File: config.mk
export PLATFORM = sky130hd
export DESIGN_NAME = gfsr_front
export DESIGN_NICKNAME = d
export VERILOG_FILES = /design/src/gfsr_pkg.sv /design/src/gfsr_front.sv
export SDC_FILE = /design/constraint.sdc
export NUM_CORES = 1
export LEC_CHECK = 0
export BUFFER_PORTS_ARGS = -buffer_cell sky130_fd_sc_hd__buf_2
export CORE_ASPECT_RATIO = 1.4
export CORE_UTILIZATION = 54
export CTS_BUF_LIST = sky130_fd_sc_hd__clkbuf_8
export DETAILED_ROUTE_END_ITERATION = 8
export PLACE_DENSITY = 0.82
export SYNTH_ARGS = -nofsm -noshare
export SYNTH_HDL_FRONTEND = slang
export SYNTH_SLANG_ARGS = --single-unit
export TNS_END_PERCENT = 10
File: constraint.sdc
create_clock -name clk -period 4.9 [get_ports clk]
set_clock_uncertainty 0.15 [all_clocks]
set_input_delay 0.245 -clock clk [delete_from_list [all_inputs] [get_ports clk]]
set_output_delay 0.245 -clock clk [all_outputs]
set_load 0.02 [all_outputs]
File: src/gfsr_pkg.sv
// Shared types and constants for the lagged-XOR GFSR generator.
// No dependencies; used by every module of the block.
package gfsr_pkg;

  localparam int LONG_LAG  = 127;
  localparam int SHORT_LAG = 97;
  localparam int LAG_GAP   = LONG_LAG - SHORT_LAG;
  localparam int WORD_BITS = 32;
  localparam int MAX_RUN   = 64;
  localparam int IDX_W     = 7;
  localparam int CNT_W     = 7;

  localparam logic OP_LOAD = 1'b0;
  localparam logic OP_GEN  = 1'b1;

  localparam logic KIND_LOAD = 1'b0;
  localparam logic KIND_GEN  = 1'b1;

  typedef struct packed {
    logic                 kind;
    logic                 wr_en;
    logic [IDX_W-1:0]     idx;
    logic [WORD_BITS-1:0] word;
    logic [CNT_W-1:0]     count;
  } cmd_t;

  typedef struct packed {
    logic idle;
    logic rd_pending;
  } back_stat_t;

endpackage

File: src/gfsr_front.sv
// Front end: accepts input beats, classifies them into commands and queues them.
// Depends on gfsr_pkg.
module gfsr_front (
  input  logic                           clk,
  input  logic                           rst,
  input  logic                           item_valid,
  output logic                           item_ready,
  input  logic                           opcode,
  input  logic [gfsr_pkg::IDX_W-1:0]     seed_index,
  input  logic [gfsr_pkg::WORD_BITS-1:0] seed_word,
  input  logic [gfsr_pkg::CNT_W-1:0]     count,
  output logic                           cmd_valid,
  input  logic                           cmd_ready,
  output gfsr_pkg::cmd_t                 cmd
);

  gfsr_pkg::cmd_t queue [2];
  logic       wptr;
  logic       rptr;
  logic [1:0] fill;
  gfsr_pkg::cmd_t cls;
  logic       keep;
  logic       push;
  logic       pop;

  always_comb begin
    cls.kind  = (opcode == gfsr_pkg::OP_GEN) ? gfsr_pkg::KIND_GEN : gfsr_pkg::KIND_LOAD;
    cls.wr_en = (seed_index < gfsr_pkg::IDX_W'(gfsr_pkg::LONG_LAG));
    cls.idx   = seed_index;
    cls.word  = seed_word;
    cls.count = (count > gfsr_pkg::CNT_W'(gfsr_pkg::MAX_RUN)) ?
                gfsr_pkg::CNT_W'(gfsr_pkg::MAX_RUN) : count;
    // zero-length runs have no effect at all
    keep = (opcode == gfsr_pkg::OP_LOAD) || (count != '0);
  end

  assign item_ready = (fill != 2'd2);
  assign push       = item_valid && item_ready && keep;
  assign cmd_valid  = (fill != 2'd0);
  assign pop        = cmd_valid && cmd_ready;
  assign cmd        = queue[rptr];

  always_ff @(posedge clk) begin
    if (push) begin
      queue[wptr] <= cls;
    end
  end

  always_ff @(posedge clk) begin
    if (rst) begin
      wptr <= 1'b0;
      rptr <= 1'b0;
      fill <= 2'd0;
    end else begin
      if (push) wptr <= ~wptr;
      if (pop)  rptr <= ~rptr;
      case ({push, pop})
        2'b10:   fill <= fill + 2'd1;
        2'b01:   fill <= fill - 2'd1;
        default: fill <= fill;
      endcase
    end
  end

endmodule

==> flow_metrics.py <==
metrics = {
    "status": {
        "status": "complete, no violations",
    },
    "synth": {
        "synth_top_family_by_area": "multiplexers",
        "syn_avg_cell_area_sq_um": 20.4,
        "syn_inst": 185,
        "synthXorXnorAreaFrac_pct": 0.696,
        "syn_nets": 237,
        "synth_warnings": 0,
        "ys_ff_latch": 101,
        "synthSimpleGateAreaFrac_pct": 3.61,
        "synth-seq-area-share_pct": 79.0,
        "synth_top_cell_by_area": "edfxtp_1",
        "synth_mux_area_share_pct": 14.7,
        "synthFlopType": "edfxtp_1",
        "synth_area_sq_um": 3780,
        "synth_compound_area_share_pct": 0.729,
        "synth_top_area_share_pct": 76.3,
        "synthArstFlopShare_pct": 0,
        "synth_edf_count": 96,
        "synth.most_common_cell": "edfxtp_1",
        "synthTopCellsByArea": "edfxtp_1 76%, mux2_2 14%, dfxtp_1 2.6%",
        "synthTopCellsByCount": "96 x edfxtp_1, 48 x mux2_2, 6 x and2b_2",
        "synth_cell_type_count": 26,
        "synthAdderAreaFrac_pct": 0.331,
    },
    "layout": {
        "area.growth.synth_to_final_pct": 31.9,
        "layout-drive-gt1-share_pct": 51.9,
        "n_antenna_cell": 0,
        "nets": 384,
    },
    "floorplan": {
        "die_h_microns": 101,
        "coreArea_sq_um": 6660,
        "dieArea_sq_um": 7340,
        "num_rows": 35,
        "ios": 101,
        "die_w_microns": 72.7,
        "initial_core_util_pct": 56.7,
    },
    "routing": {
        "routed_wl_microns": 7040,
        "avgRoutedWirePerCell_microns": 16.4,
        "drtIter0Drc": 109,
        "detail-route-antenna-nets": 0,
        "drtPass1Iterations": 4,
        "drcViolationCount": 0,
        "via_per_inst": 4.97,
        "via_count": 2132,
    },
    "clocking": {
        "cts.sinks": 101,
        "clock_latency_ns": 0.35,
        "clock_path_buffers": 2,
        "cts_root_buffer": "clkbuf_8",
        "htree_levels": 3,
        "cts_tree": "built",
        "cts_buffers": 9,
        "clk_pin_slew_worst_paths_ns": 0.10,
    },
    "power": {
        "irDropWorstVdd_mv": 0.351,
        "p_leak_nw": 1.88,
        "powerDensity_nw_per_um2": 489,
        "report.power.total_mw": 2.44,
    },
    "global_routing": {
        "grt_usage_pct": 20.4,
        "grt_pass1_vias": 2149,
        "grt_pass1_wl_microns": 10700,
        "grt_remaining_overflow": 0,
        "antenna_found_initial": 0,
        "grt_max_degree": 49,
    },
    "sta": {
        "min_period_ns": 2.45,
        "drv_slew": 0,
        "hold_viol": 0,
        "max_freq_mhz": 407,
        "rsz0062_at_grt": "no",
        "tightest_slew_ns": 1.15,
        "post-route-period-util_pct": 50.1,
        "fin_tns_setup_ns": 0,
        "setup_violations": 0,
        "relSlewSlack_pct": 23.0,
    },
    "placed_design": {
        "port_buffers": 100,
        "hpwl_microns": 4110,
        "routabilityCongestion": 0.689,
    },
    "run": {
        "cap_viol_max_count": 0,
    },
    "setup_path": {
        "worst-r2r-cell-count": 5,
        "crit_chain": "mux2_2 -> buf_2",
        "critPathRequiredTime_ns": 4.51,
        "r2r_slack_ns": 2.66,
        "worstSetupStartpointType": "flip-flop",
        "reg2reg_from": "fill[0]$_SDFFE_PP0P_",
        "critPathCapture": "cmd[17]",
        "end_kind": "primary output",
        "max_stage_delay_ns": 1.07,
        "critPathMaxFanout": 48,
        "crit_arrival_ns": 2.06,
        "crit_path_top_delay_cell": "dfxtp_2",
        "r2r_end": "queue[0][29]$_DFFE_PP_",
        "critPathKind": "reg -> out",
    },
    "hold_path": {
        "holdCritPathClass": "in -> reg",
    },
}
## sequential cells by signal (all words and copies together), names as in the netlist, named ones only
| signal | flops |
|---|---|
| queue | 96 |
| fill | 2 |
| wptr | 1 |
| rptr | 1 |
## metrics by stage
step | area [sq um] | instances | util (%) | setup WS [ns] | hold slack (ns)
3_5_place_dp | 4380 | 372 | 65.8 | 2.58 | 0.286
4_1_cts | 4980 | 429 | 74.9 | 2.41 | 0.00293
6_report | 4980 | 429 | 74.9 | 2.45 | 0.0239
5_1_grt | 4980 | 429 | 74.9 | 2.29 | 0.0312
2_1_floorplan | 3780 | 185 | - | 1.35 | 0.164
3_3_place_gp | 4380 | 372 | 65.8 | 2.61 | 0.284
## critical path, delay by kind of cell (launching register included)
kind | cells | cell delay (ns)
multiplexers | 1 | 0.44
flip-flops | 1 | 1.07
buffers and inverters | 1 | 0.16
## logic make-up (layout without fill, tap and decap cells)
logic type / Yosys count / in the layout
buf+inv: 7 / 159
compound gates: 4 / 4
simple gates: 20 / 20
flops: 101 / 101
xor+xnor: 3 / 3
mux: 49 / 49
fa+ha+maj: 1 / 1
## final cells by class
class / instances / area, sq um
clock inverters: 7 / 72.6
multi-input cells: 77 / 766
clock buffers: 9 / 124
flip-flops and latches: 101 / 2980
repair buffers: 142 / 918
well taps: 92 / 115
inverters: 1 / 3.75
fillers: 427 / 1670
## cell usage in the layout, fill, tap and decap left out, drive strengths merged
master and instances:
dlygate4sd3 41, nand4 1, nand2b 1, mux2 49
edfxtp 96, o211a 1, nor2 5, o21a 1
and2b 6, and2 1, or4b 1, xnor2 2
o21ai 1, a21oi 1, ha 1, nor2b 1
or4 1, inv 3, xor2 1, bufinv 1
and4 1, clkinvlp 1, dfxtp 5, or3 1
clkbuf 9, clkinv 3, or2 1, buf 101
## where the power goes
part	total [mW]	switching [mW]	internal (mW)
combinational	0.722	0.401	0.321
clock	0.515	0.277	0.238
sequential	1.20	0.0947	1.11
total	2.44	0.772	1.66
## worst min-delay path by stage
stage / startpoint / to / slack (ns) / depth (start not counted)
after detailed placement: seed_word[11] / queue[1][18]$_DFFE_PP_ / 0.29 / 1
after floorplan: rst / fill[1]$_SDFFE_PP0P_ / 0.16 / 1
after CTS: count[6] / queue[1][6]$_DFFE_PP_ / 0.003 / 1
after global placement: seed_word[17] / queue[0][24]$_DFFE_PP_ / 0.28 / 1
final: count[6] / queue[1][6]$_DFFE_PP_ / 0.02 / 1
after global routing: count[6] / queue[1][6]$_DFFE_PP_ / 0.03 / 1
## routing by layer
metal | GRT usage [%] | vias up | part of all wire, %
met4 | 10.3 | 0 | 2.3
met1 | 23.2 | 1040 | 38
li1 | - | 1017 | -
met2 | 36.1 | 63 | 56
met5 | 0 | - | 0
met3 | 4.30 | 12 | 3.0
## timing repair
item,in CTS,in global routing
hold buffers,41,0
hold endpoints to repair,84,0
resized for setup,0,0
setup buffers,0,0
endpoints found under the setup margin,0,0
(Power assumes the default switching activity.)
